`config.mk`:
```
export PLATFORM = sky130hd
export DESIGN_NAME = biquad_tdf2_filter
export DESIGN_NICKNAME = d
export VERILOG_FILES = /design/src/hdl/bqtdf2_pkg.sv /design/src/hdl/biquad_tdf2_filter.sv /design/src/hdl/bqtdf2_mac.sv /design/src/hdl/bqtdf2_ctrl.sv
export SDC_FILE = /design/constraint.sdc
export NUM_CORES = 2
export LEC_CHECK = 0
export BUFFER_PORTS_ARGS = -buffer_cell sky130_fd_sc_hd__buf_2
export CORE_ASPECT_RATIO = 0.8
export CORE_MARGIN = 2
export CORE_UTILIZATION = 65
export DETAILED_ROUTE_END_ITERATION = 8
export PLACE_DENSITY = 0.82
export SLEW_MARGIN = 20
export SYNTH_ARGS = -nofsm -noshare
export SYNTH_HDL_FRONTEND = slang
export SYNTH_HIERARCHICAL = 1
export SYNTH_SLANG_ARGS = --single-unit
export TNS_END_PERCENT = 20
```
`constraint.sdc`:
```
create_clock -name clk_i -period 19.88 [get_ports clk_i]
set_input_delay 1.988 -clock clk_i [delete_from_list [all_inputs] [get_ports clk_i]]
set_output_delay 1.988 -clock clk_i [all_outputs]
set_load 0.02 [all_outputs]
```
`src/hdl/bqtdf2_pkg.sv`:
```
// Package of shared types and constants for the transposed direct form II biquad filter.
package bqtdf2_pkg;

  // Configuration register index port width and register indexes.
  localparam int unsigned CFG_ADDR_W = 3;

  localparam logic [CFG_ADDR_W-1:0] REG_COEF_B0 = 3'd0;
  localparam logic [CFG_ADDR_W-1:0] REG_COEF_B1 = 3'd1;
  localparam logic [CFG_ADDR_W-1:0] REG_COEF_B2 = 3'd2;
  localparam logic [CFG_ADDR_W-1:0] REG_COEF_A1 = 3'd3;
  localparam logic [CFG_ADDR_W-1:0] REG_COEF_A2 = 3'd4;

  // Sequencer states: idle, one per use of the shared multiplier, and the final step.
  typedef enum logic [3:0] {
    ST_IDLE,
    ST_MB0,
    ST_MB1,
    ST_MB2,
    ST_MA1L,
    ST_MA1H,
    ST_MA2L,
    ST_MA2H,
    ST_FIN
  } bqtdf2_state_e;

  // Multiplier operand A: the sample, or the low or high half of y.
  typedef enum logic [1:0] {
    OPND_X,
    OPND_YLO,
    OPND_YHI
  } bqtdf2_opnd_e;

  // Multiplier operand B: one of the five coefficients.
  typedef enum logic [2:0] {
    COEF_B0,
    COEF_B1,
    COEF_B2,
    COEF_A1,
    COEF_A2
  } bqtdf2_coef_e;

  // Datapath register update that goes with a step.
  typedef enum logic [2:0] {
    ACT_NONE,
    ACT_Y,
    ACT_N1_INIT,
    ACT_N2_INIT,
    ACT_N1_SUB,
    ACT_FINISH
  } bqtdf2_act_e;

  typedef struct packed {
    logic en;   // load the product register
    logic acc;  // add to the product register instead of replacing it
    logic hi;   // shift the new product up by the low-half width of y
  } bqtdf2_mac_ctrl_t;

  typedef struct packed {
    logic             in_ready;
    bqtdf2_mac_ctrl_t mac;
    bqtdf2_opnd_e     opnd_sel;
    bqtdf2_coef_e     coef_sel;
    bqtdf2_act_e      act;
  } bqtdf2_ctrl_t;

endpackage

```
`src/hdl/biquad_tdf2_filter.sv`:
```
// Top level of the transposed direct form II biquad filter with a shared multiplier.
// A sample transferred in goes step by step through the one multiplier; the final step
// then loads its result, shown on m_axis_tvalid_o, and waits there while the slot is full.
// The sequencer takes the next sample in its final step while the output register drains.
// Async reset (rst_ni low) zeroes both delays, handshake state and b1 to a2; b0 = 1.0.
module biquad_tdf2_filter #(
  parameter int unsigned SAMPLE_WIDTH = 16,
  parameter int unsigned COEF_WIDTH   = 18,
  parameter int unsigned COEF_FRAC    = 14,
  parameter int unsigned STATE_WIDTH  = 40,
  localparam int unsigned TDATA_W     = ((SAMPLE_WIDTH + 7) / 8) * 8
) (
  input  logic                              clk_i,
  input  logic                              rst_ni,
  // Configuration write port.
  input  logic                              cfg_we_i,
  input  logic [bqtdf2_pkg::CFG_ADDR_W-1:0] cfg_addr_i,
  input  logic [COEF_WIDTH-1:0]             cfg_wdata_i,
  // Input stream.
  input  logic                              s_axis_tvalid_i,
  output logic                              s_axis_tready_o,
  input  logic [TDATA_W-1:0]                s_axis_tdata_i,  // sample_in, zero padding
  input  logic                              s_axis_tlast_i,  // block_end
  // Output stream.
  output logic                              m_axis_tvalid_o,
  input  logic                              m_axis_tready_i,
  output logic [TDATA_W-1:0]                m_axis_tdata_o,  // sample_out, zero padding
  output logic                              m_axis_tlast_o   // block_end_out
);

  // Width of a scaled sample-by-coefficient product.
  localparam int unsigned XB_W   = SAMPLE_WIDTH + COEF_WIDTH - COEF_FRAC;
  localparam int unsigned Y_BASE = (STATE_WIDTH > XB_W) ? STATE_WIDTH : XB_W;
  // The unsaturated output y carries one bit of headroom over its largest addend.
  localparam int unsigned Y_W    = ((Y_BASE > SAMPLE_WIDTH) ? Y_BASE : SAMPLE_WIDTH) + 1;
  // y is fed to the multiplier in two halves: an unsigned low half and a signed high half.
  localparam int unsigned LO_W   = Y_W / 2;
  localparam int unsigned HI_W   = Y_W - LO_W;
  localparam int unsigned A_MAX1 = (SAMPLE_WIDTH > LO_W + 1) ? SAMPLE_WIDTH : LO_W + 1;
  localparam int unsigned A_W    = (A_MAX1 > HI_W) ? A_MAX1 : HI_W;
  // The product register holds a full y-by-coefficient product.
  localparam int unsigned P_W    = Y_W + COEF_WIDTH;
  localparam int unsigned FS_W   = P_W - COEF_FRAC;
  localparam int unsigned ACC_B  = (FS_W > STATE_WIDTH) ? FS_W : STATE_WIDTH;
  // The next-state sums add up to three terms, so they get two bits of headroom.
  localparam int unsigned ACC_W  = ACC_B + 2;

  bqtdf2_pkg::bqtdf2_ctrl_t ctrl;

  logic signed [COEF_WIDTH-1:0]   coef_b0_q;
  logic signed [COEF_WIDTH-1:0]   coef_b1_q;
  logic signed [COEF_WIDTH-1:0]   coef_b2_q;
  logic signed [COEF_WIDTH-1:0]   coef_a1_q;
  logic signed [COEF_WIDTH-1:0]   coef_a2_q;

  logic signed [SAMPLE_WIDTH-1:0] x_q;
  logic                           last_q;
  logic signed [Y_W-1:0]          y_q;
  logic signed [ACC_W-1:0]        n1_q;
  logic signed [ACC_W-1:0]        n2_q;
  logic signed [STATE_WIDTH-1:0]  delay_one_q;
  logic signed [STATE_WIDTH-1:0]  delay_two_q;

  logic                           out_valid_q;
  logic [SAMPLE_WIDTH-1:0]        out_data_q;
  logic                           out_last_q;

  logic                           out_free;
  logic                           in_xfer;
  logic signed [A_W-1:0]          mac_a;
  logic signed [COEF_WIDTH-1:0]   mac_b;
  logic signed [P_W-1:0]          mac_prod;
  logic signed [ACC_W-1:0]        prod_fs;
  logic signed [Y_W-1:0]          y_d;
  logic signed [ACC_W-1:0]        n2_fin;

  // Clamp a next-state sum to the signed state range.
  function automatic logic signed [STATE_WIDTH-1:0] sat_state(input logic signed [ACC_W-1:0] v);
    logic [ACC_W-STATE_WIDTH:0] upper;
    upper = v[ACC_W-1:STATE_WIDTH-1];
    if ((&upper) || (~|upper)) begin
      return v[STATE_WIDTH-1:0];
    end
    return {v[ACC_W-1], {(STATE_WIDTH-1){~v[ACC_W-1]}}};
  endfunction

  // Clamp the unsaturated output to the signed sample range.
  function automatic logic [SAMPLE_WIDTH-1:0] sat_sample(input logic signed [Y_W-1:0] v);
    logic [Y_W-SAMPLE_WIDTH:0] upper;
    upper = v[Y_W-1:SAMPLE_WIDTH-1];
    if ((&upper) || (~|upper)) begin
      return v[SAMPLE_WIDTH-1:0];
    end
    return {v[Y_W-1], {(SAMPLE_WIDTH-1){~v[Y_W-1]}}};
  endfunction

  // The output slot may take a new result when it is empty or being drained this cycle.
  assign out_free        = !out_valid_q || m_axis_tready_i;
  assign s_axis_tready_o = ctrl.in_ready;
  assign in_xfer         = s_axis_tvalid_i && ctrl.in_ready;

  bqtdf2_ctrl u_ctrl (
    .clk_i      (clk_i),
    .rst_ni     (rst_ni),
    .in_valid_i (s_axis_tvalid_i),
    .out_free_i (out_free),
    .ctrl_o     (ctrl)
  );

  // Operand selection for the shared multiplier.
  always_comb begin
    unique case (ctrl.opnd_sel)
      bqtdf2_pkg::OPND_X:   mac_a = A_W'(x_q);
      bqtdf2_pkg::OPND_YLO: mac_a = A_W'($signed({1'b0, y_q[LO_W-1:0]}));
      bqtdf2_pkg::OPND_YHI: mac_a = A_W'($signed(y_q[Y_W-1:LO_W]));
      default:              mac_a = A_W'(x_q);
    endcase
    unique case (ctrl.coef_sel)
      bqtdf2_pkg::COEF_B0: mac_b = coef_b0_q;
      bqtdf2_pkg::COEF_B1: mac_b = coef_b1_q;
      bqtdf2_pkg::COEF_B2: mac_b = coef_b2_q;
      bqtdf2_pkg::COEF_A1: mac_b = coef_a1_q;
      bqtdf2_pkg::COEF_A2: mac_b = coef_a2_q;
      default:             mac_b = coef_b0_q;
    endcase
  end

  bqtdf2_mac #(
    .A_W   (A_W),
    .B_W   (COEF_WIDTH),
    .P_W   (P_W),
    .SHIFT (LO_W)
  ) u_mac (
    .clk_i  (clk_i),
    .ctrl_i (ctrl.mac),
    .a_i    (mac_a),
    .b_i    (mac_b),
    .prod_o (mac_prod)
  );

  // The arithmetic shift of the finished product rounds toward minus infinity.
  assign prod_fs = ACC_W'(mac_prod >>> COEF_FRAC);
  assign y_d     = Y_W'(mac_prod >>> COEF_FRAC) + Y_W'(delay_one_q);
  assign n2_fin  = n2_q - prod_fs;

  // Coefficient registers. Writes to indexes past the last register are dropped.
  always_ff @(posedge clk_i or negedge rst_ni) begin
    if (!rst_ni) begin
      coef_b0_q <= COEF_WIDTH'(1) << COEF_FRAC;
      coef_b1_q <= '0;
      coef_b2_q <= '0;
      coef_a1_q <= '0;
      coef_a2_q <= '0;
    end else if (cfg_we_i) begin
      unique case (cfg_addr_i)
        bqtdf2_pkg::REG_COEF_B0: coef_b0_q <= $signed(cfg_wdata_i);
        bqtdf2_pkg::REG_COEF_B1: coef_b1_q <= $signed(cfg_wdata_i);
        bqtdf2_pkg::REG_COEF_B2: coef_b2_q <= $signed(cfg_wdata_i);
        bqtdf2_pkg::REG_COEF_A1: coef_a1_q <= $signed(cfg_wdata_i);
        bqtdf2_pkg::REG_COEF_A2: coef_a2_q <= $signed(cfg_wdata_i);
        default: ;
      endcase
    end
  end

  // Input capture. A new sample may land in the same cycle as the previous one finishes,
  // since the finishing step no longer reads the sample register.
  always_ff @(posedge clk_i) begin
    if (in_xfer) begin
      x_q    <= $signed(s_axis_tdata_i[SAMPLE_WIDTH-1:0]);
      last_q <= s_axis_tlast_i;
    end
  end

  // Working registers for y and the two next-state sums.
  always_ff @(posedge clk_i) begin
    case (ctrl.act)
      bqtdf2_pkg::ACT_Y:       y_q  <= y_d;
      bqtdf2_pkg::ACT_N1_INIT: n1_q <= prod_fs + ACC_W'(delay_two_q);
      bqtdf2_pkg::ACT_N2_INIT: n2_q <= prod_fs;
      bqtdf2_pkg::ACT_N1_SUB:  n1_q <= n1_q - prod_fs;
      default: ;
    endcase
  end

  // Filter state. Both delays saturate; the output path saturates separately so the
  // feedback always sees the full-precision y.
  always_ff @(posedge clk_i or negedge rst_ni) begin
    if (!rst_ni) begin
      delay_one_q <= '0;
      delay_two_q <= '0;
    end else if (ctrl.act == bqtdf2_pkg::ACT_FINISH) begin
      delay_one_q <= sat_state(n1_q);
      delay_two_q <= sat_state(n2_fin);
    end
  end

  // Output register. It holds a result until the downstream transfer completes.
  always_ff @(posedge clk_i or negedge rst_ni) begin
    if (!rst_ni) begin
      out_valid_q <= 1'b0;
    end else if (ctrl.act == bqtdf2_pkg::ACT_FINISH) begin
      out_valid_q <= 1'b1;
    end else if (m_axis_tready_i) begin
      out_valid_q <= 1'b0;
    end
  end

  always_ff @(posedge clk_i) begin
    if (ctrl.act == bqtdf2_pkg::ACT_FINISH) begin
      out_data_q <= sat_sample(y_q);
      out_last_q <= last_q;
    end
  end

  assign m_axis_tvalid_o = out_valid_q;
  assign m_axis_tdata_o  = TDATA_W'(out_data_q);
  assign m_axis_tlast_o  = out_last_q;

`ifndef ASSERT_OFF
  a_busy_after_accept: assert property (@(posedge clk_i) disable iff (!rst_ni)
    (s_axis_tvalid_i && s_axis_tready_o) |=> !s_axis_tready_o)
    else $error("input ready right after a sample transfer");

  a_finish_into_free_slot: assert property (@(posedge clk_i) disable iff (!rst_ni)
    (ctrl.act == bqtdf2_pkg::ACT_FINISH) |-> (!out_valid_q || m_axis_tready_i))
    else $error("result written over one not yet transferred");

  a_valid_from_finish: assert property (@(posedge clk_i) disable iff (!rst_ni)
    $rose(m_axis_tvalid_o) |-> $past(ctrl.act == bqtdf2_pkg::ACT_FINISH))
    else $error("output valid raised without a finishing step");
`endif

endmodule

```
`src/hdl/bqtdf2_mac.sv`:
```
// Shared signed multiply-accumulate unit with a registered product.
module bqtdf2_mac #(
  parameter int unsigned A_W   = 21,
  parameter int unsigned B_W   = 18,
  parameter int unsigned P_W   = 59,
  parameter int unsigned SHIFT = 20
) (
  input  logic                        clk_i,
  input  bqtdf2_pkg::bqtdf2_mac_ctrl_t ctrl_i,
  input  logic signed [A_W-1:0]       a_i,
  input  logic signed [B_W-1:0]       b_i,
  output logic signed [P_W-1:0]       prod_o
);

  logic signed [A_W+B_W-1:0] mult;
  logic signed [P_W-1:0]     ext;
  logic signed [P_W-1:0]     term;
  logic signed [P_W-1:0]     prod_d;
  logic signed [P_W-1:0]     prod_q;

  always_comb begin
    mult   = a_i * b_i;
    ext    = P_W'(mult);
    term   = ctrl_i.hi ? (ext <<< SHIFT) : ext;
    prod_d = ctrl_i.acc ? (prod_q + term) : term;
  end

  always_ff @(posedge clk_i) begin
    if (ctrl_i.en) begin
      prod_q <= prod_d;
    end
  end

  assign prod_o = prod_q;

endmodule

```
`src/hdl/bqtdf2_ctrl.sv`:
```
// Sequencer that steps one sample through the shared multiplier.
module bqtdf2_ctrl (
  input  logic                     clk_i,
  input  logic                     rst_ni,
  input  logic                     in_valid_i,
  input  logic                     out_free_i,
  output bqtdf2_pkg::bqtdf2_ctrl_t ctrl_o
);

  bqtdf2_pkg::bqtdf2_state_e state_q;
  bqtdf2_pkg::bqtdf2_state_e state_d;

  always_ff @(posedge clk_i or negedge rst_ni) begin
    if (!rst_ni) begin
      state_q <= bqtdf2_pkg::ST_IDLE;
    end else begin
      state_q <= state_d;
    end
  end

  always_comb begin
    state_d         = state_q;
    ctrl_o.in_ready = 1'b0;
    ctrl_o.mac.en   = 1'b0;
    ctrl_o.mac.acc  = 1'b0;
    ctrl_o.mac.hi   = 1'b0;
    ctrl_o.opnd_sel = bqtdf2_pkg::OPND_X;
    ctrl_o.coef_sel = bqtdf2_pkg::COEF_B0;
    ctrl_o.act      = bqtdf2_pkg::ACT_NONE;
    unique case (state_q)
      bqtdf2_pkg::ST_IDLE: begin
        ctrl_o.in_ready = 1'b1;
        if (in_valid_i) begin
          state_d = bqtdf2_pkg::ST_MB0;
        end
      end
      bqtdf2_pkg::ST_MB0: begin
        ctrl_o.mac.en = 1'b1;
        state_d       = bqtdf2_pkg::ST_MB1;
      end
      bqtdf2_pkg::ST_MB1: begin
        ctrl_o.mac.en   = 1'b1;
        ctrl_o.coef_sel = bqtdf2_pkg::COEF_B1;
        ctrl_o.act      = bqtdf2_pkg::ACT_Y;
        state_d         = bqtdf2_pkg::ST_MB2;
      end
      bqtdf2_pkg::ST_MB2: begin
        ctrl_o.mac.en   = 1'b1;
        ctrl_o.coef_sel = bqtdf2_pkg::COEF_B2;
        ctrl_o.act      = bqtdf2_pkg::ACT_N1_INIT;
        state_d         = bqtdf2_pkg::ST_MA1L;
      end
      bqtdf2_pkg::ST_MA1L: begin
        ctrl_o.mac.en   = 1'b1;
        ctrl_o.opnd_sel = bqtdf2_pkg::OPND_YLO;
        ctrl_o.coef_sel = bqtdf2_pkg::COEF_A1;
        ctrl_o.act      = bqtdf2_pkg::ACT_N2_INIT;
        state_d         = bqtdf2_pkg::ST_MA1H;
      end
      bqtdf2_pkg::ST_MA1H: begin
        ctrl_o.mac.en   = 1'b1;
        ctrl_o.mac.acc  = 1'b1;
        ctrl_o.mac.hi   = 1'b1;
        ctrl_o.opnd_sel = bqtdf2_pkg::OPND_YHI;
        ctrl_o.coef_sel = bqtdf2_pkg::COEF_A1;
        state_d         = bqtdf2_pkg::ST_MA2L;
      end
      bqtdf2_pkg::ST_MA2L: begin
        ctrl_o.mac.en   = 1'b1;
        ctrl_o.opnd_sel = bqtdf2_pkg::OPND_YLO;
        ctrl_o.coef_sel = bqtdf2_pkg::COEF_A2;
        ctrl_o.act      = bqtdf2_pkg::ACT_N1_SUB;
        state_d         = bqtdf2_pkg::ST_MA2H;
      end
      bqtdf2_pkg::ST_MA2H: begin
        ctrl_o.mac.en   = 1'b1;
        ctrl_o.mac.acc  = 1'b1;
        ctrl_o.mac.hi   = 1'b1;
        ctrl_o.opnd_sel = bqtdf2_pkg::OPND_YHI;
        ctrl_o.coef_sel = bqtdf2_pkg::COEF_A2;
        state_d         = bqtdf2_pkg::ST_FIN;
      end
      bqtdf2_pkg::ST_FIN: begin
        if (out_free_i) begin
          ctrl_o.act      = bqtdf2_pkg::ACT_FINISH;
          ctrl_o.in_ready = 1'b1;
          state_d         = in_valid_i ? bqtdf2_pkg::ST_MB0 : bqtdf2_pkg::ST_IDLE;
        end
      end
      default: begin
        state_d = bqtdf2_pkg::ST_IDLE;
      end
    endcase
  end

`ifndef ASSERT_OFF
  a_accept_reaches_fin: assert property (@(posedge clk_i) disable iff (!rst_ni)
    (in_valid_i && ctrl_o.in_ready) |-> ##8 (state_q == bqtdf2_pkg::ST_FIN))
    else $error("accepted sample did not reach the final step in eight cycles");

  a_fin_holds_on_stall: assert property (@(posedge clk_i) disable iff (!rst_ni)
    (state_q == bqtdf2_pkg::ST_FIN && !out_free_i) |=> (state_q == bqtdf2_pkg::ST_FIN))
    else $error("final step left while the output slot was full");

  a_finish_keeps_product: assert property (@(posedge clk_i) disable iff (!rst_ni)
    (ctrl_o.act == bqtdf2_pkg::ACT_FINISH) |-> !ctrl_o.mac.en)
    else $error("product register loaded during the finishing step");
`endif

endmodule

```
==> flow_summary_export.csv <==
group,metric,value,unit
run_status,status,"finished clean",
worst_setup_path,required,20.21,ns
logic_synthesis,async_flop_share,43.6,%
cells_and_area,nets,5297,
cells_and_area,syn_to_final_growth,6.39,%
logic_synthesis,ys.flop_type,"edfxtp_1",
worst_setup_path,cp_max_fo,21,
worst_setup_path,slowest_stage,"nand3_1",
placed_design,gp_congestion,0.993,
route,drcViolationCount,0,
worst_setup_path,cp.arrival,12.65,ns
clock_network,cts.htree.levels,2,
worst_setup_path,worst-path-buf-inv,5,
logic_synthesis,ys_warn_count,6,
floorplanning,dieArea,67600,µm²
timing,slew_headroom,22.6,%
clock_network,clock_sinks,401,
cells_and_area,fillers,4796,
clock_network,cts.hold.buffers_added,0,
logic_synthesis,ys_ff_latch,401,
clock_network,cts.path.max_buffers,3,
cells_and_area,postLayoutCellArea,45300,µm²
job,drv_cap,0,
global_routing,grt_pass1_vias,34000,
floorplanning,io_pins,62,
logic_synthesis,synth_edf_count,226,
logic_synthesis,synth_nets,5328,
worst_setup_path,start_kind,"flop",
clock_network,post_cts_buffers,0,
timing,fin_tns_setup,0,ns
worst_setup_path,crit_top_cell,"fa_1",
placed_design,dp_hpwl,90700,µm
clock_network,clk_pin_slew,0.06,ns
logic_synthesis,synth_common_cells,"inv_1 (551), nand2_1 (500), fa_1 (382)",
cells_and_area,ff_latch_area,11200,µm²
cells_and_area,final_core_util,70.3,%
timing,timing.fmax,81.2,MHz
clock_network,cts_buffers,44,
worst_setup_path,crit_path_end_kind,"flop",
cells_and_area,multi_input_area,28600,µm²
clock_network,cts_tree,"built",
timing,fin_crit,12.32,ns
logic_synthesis,syn-instance-count,4568,
global_routing,grt_antenna_before_repair,5,
clock_network,cts.repair.resized,0,
logic_synthesis,post-synth-top-count-cell,"inv_1",
placed_design,port_buffers,61,
route,drt_first_pass_iters,6,
route,routed_wl,119000,µm
global_routing,grt_max_degree,108,
timing,rsz0062_at_grt,"no",
floorplanning,die_x,290,µm
worst_setup_path,path_delay_family,"simple AND/OR/NAND/NOR gates",
worst_setup_path,max_stage_delay,0.91,ns
cells_and_area,drive_above_1_share,8.73,%
timing,tightest_slew,1.16,ns
route,via_per_inst,6.37,
logic_synthesis,synth.area.top_cells,"fa_1 (18%), edfxtp_1 (16%), dfrtp_1 (10%)",
timing,hold_viol,0,
route,ant_nets,0,
floorplanning,start_util,66.1,%
timing,finalSetupViolCount,0,
cells_and_area,n_antenna_cell,0,
timing,whs,0.433,ns
clock_network,root_buffer,"clkbuf_16",
logic_synthesis,synth_top_area_share,18.0,%
global_routing,grt_first_pass_wirelength,188000,µm
placed_design,place_area,43700,µm²
logic_synthesis,yosysSeqAreaShare,26.2,%
floorplanning,rows,83,
route,drtIter0Drc,3576,
floorplanning,fp.dieH,233,µm
route,vias,34500,
worst_hold_path,hold_class,"flop to flop",
global_routing,grtUsageTotal,35.5,%
floorplanning,coreArea,64500,µm²
route,wl_per_cell,21.9,µm
logic_synthesis,netlist_area,42600,µm²
logic_synthesis,synth_top_area_cell,"fa_1",
logic_synthesis,avgSynthCellArea,9.33,µm²
timing,fin_skew,0.0280,ns
global_routing,overflow,0,
clock_network,clkLatencyLatePin,0.61,ns
logic_synthesis,ys_types,107,
timing,drv_slew,0,
timing,fin_crit_sh,62.0,%
worst_setup_path,crit_type,"flop to flop",
-- flip-flops by register name, indices dropped and copies added, names as in the netlist, 4 cells and up --
signal,cells
u_mac/prod_o,59
delay_one_q,40
delay_two_q,40
coef_a2_q,18
coef_b1_q,18
x_q,16
u_ctrl/state_q,4
n1_q,47
n2_q,45
coef_a1_q,18
y_q,41
coef_b2_q,18
m_axis_tdata_o,16
coef_b0_q,18
-- worst register-to-register path: cells and delay by family, from the launching register on --
| family | cells | cell delay, ns |
|---|---|---|
| buffers and inverters | 5 | 0.28 |
| and+or+nand+nor | 10 | 4.07 |
| muxes | 1 | 0.35 |
| xor gates and xnor gates | 3 | 0.55 |
| AOI/OAI and AO/OA | 10 | 2.26 |
| DFF | 1 | 0.56 |
| adders and majority gates | 8 | 3.99 |
-- cells by family after synthesis --
logic type	Yosys count	synth area share [%]
simple gates	1239	13.7
compound gates	1076	16.9
buf+inv	752	6.81
fa+ha+maj	717	27.8
flops	401	26.2
xor+xnor	248	5.10
mux	135	3.55
-- cell usage in the layout, fill, tap and decap left out, drive strengths merged, types with 9 or more instances in the layout --
cell,n
buf,122
nand4,42
nor4,13
a31o,10
o31ai,30
fa,382
or3,17
a211o,9
xnor2,164
and3,31
a22oi,53
and2,159
o21bai,36
ha,335
a221oi,10
clkbuf,55
xor2,84
a221o,44
nor2,246
inv,555
o21a,59
a21o,148
a21boi,10
mux2,130
a211oi,28
o211ai,18
o21ai,166
nor3,36
dfrtp,174
nor2b,40
a31oi,39
nand2,501
nand2b,39
clkinv,15
edfxtp,226
nand3,79
a21oi,340
-- final timing paths --
path,start,slack [ns],depth (start not counted),to
setup / recovery,u_ctrl/state_q[1],7.56,37,u_mac/prod_o[58]
min in group asynchronous,rst_ni,1.23,1,delay_two_q[5]
hold reg to reg,last_q,0.43,0,m_axis_tlast_o
max in group asynchronous,rst_ni,17.41,2,delay_two_q[15]
setup reg to reg,u_ctrl/state_q[1],7.56,37,u_mac/prod_o[58]
hold / removal,last_q,0.43,0,m_axis_tlast_o
-- layout make-up --
type	count	share of cell area, %
flip-flops and latches	401	24.6
clock inverters	26	0.801
clock buffers	55	2.71
inverters	553	4.58
multi-input cells	3415	63.2
repair buffers	122	1.74
well taps	850	2.35
-- metrics by stage --
stage          setup slack, ns  cells
2_1_floorplan             9.33   4568
3_3_place_gp              8.05   5340
3_5_place_dp              7.90   5340
4_1_cts                   7.83   5421
5_1_grt                   6.90   5422
6_report                  7.56   5422
-- layer usage --
layer,vias to the layer above,share of wire (%),global-route usage [%]
met5,-,0.098,0.789
met4,10,2.7,9.57
met3,227,14,12.4
met2,1819,42,51.7
met1,16900,42,50.3
li1,15600,-,-
Power is left out: the tool's default activity adds up to more than one toggle a clock period on the data nets, which glitch-free logic cannot reach.
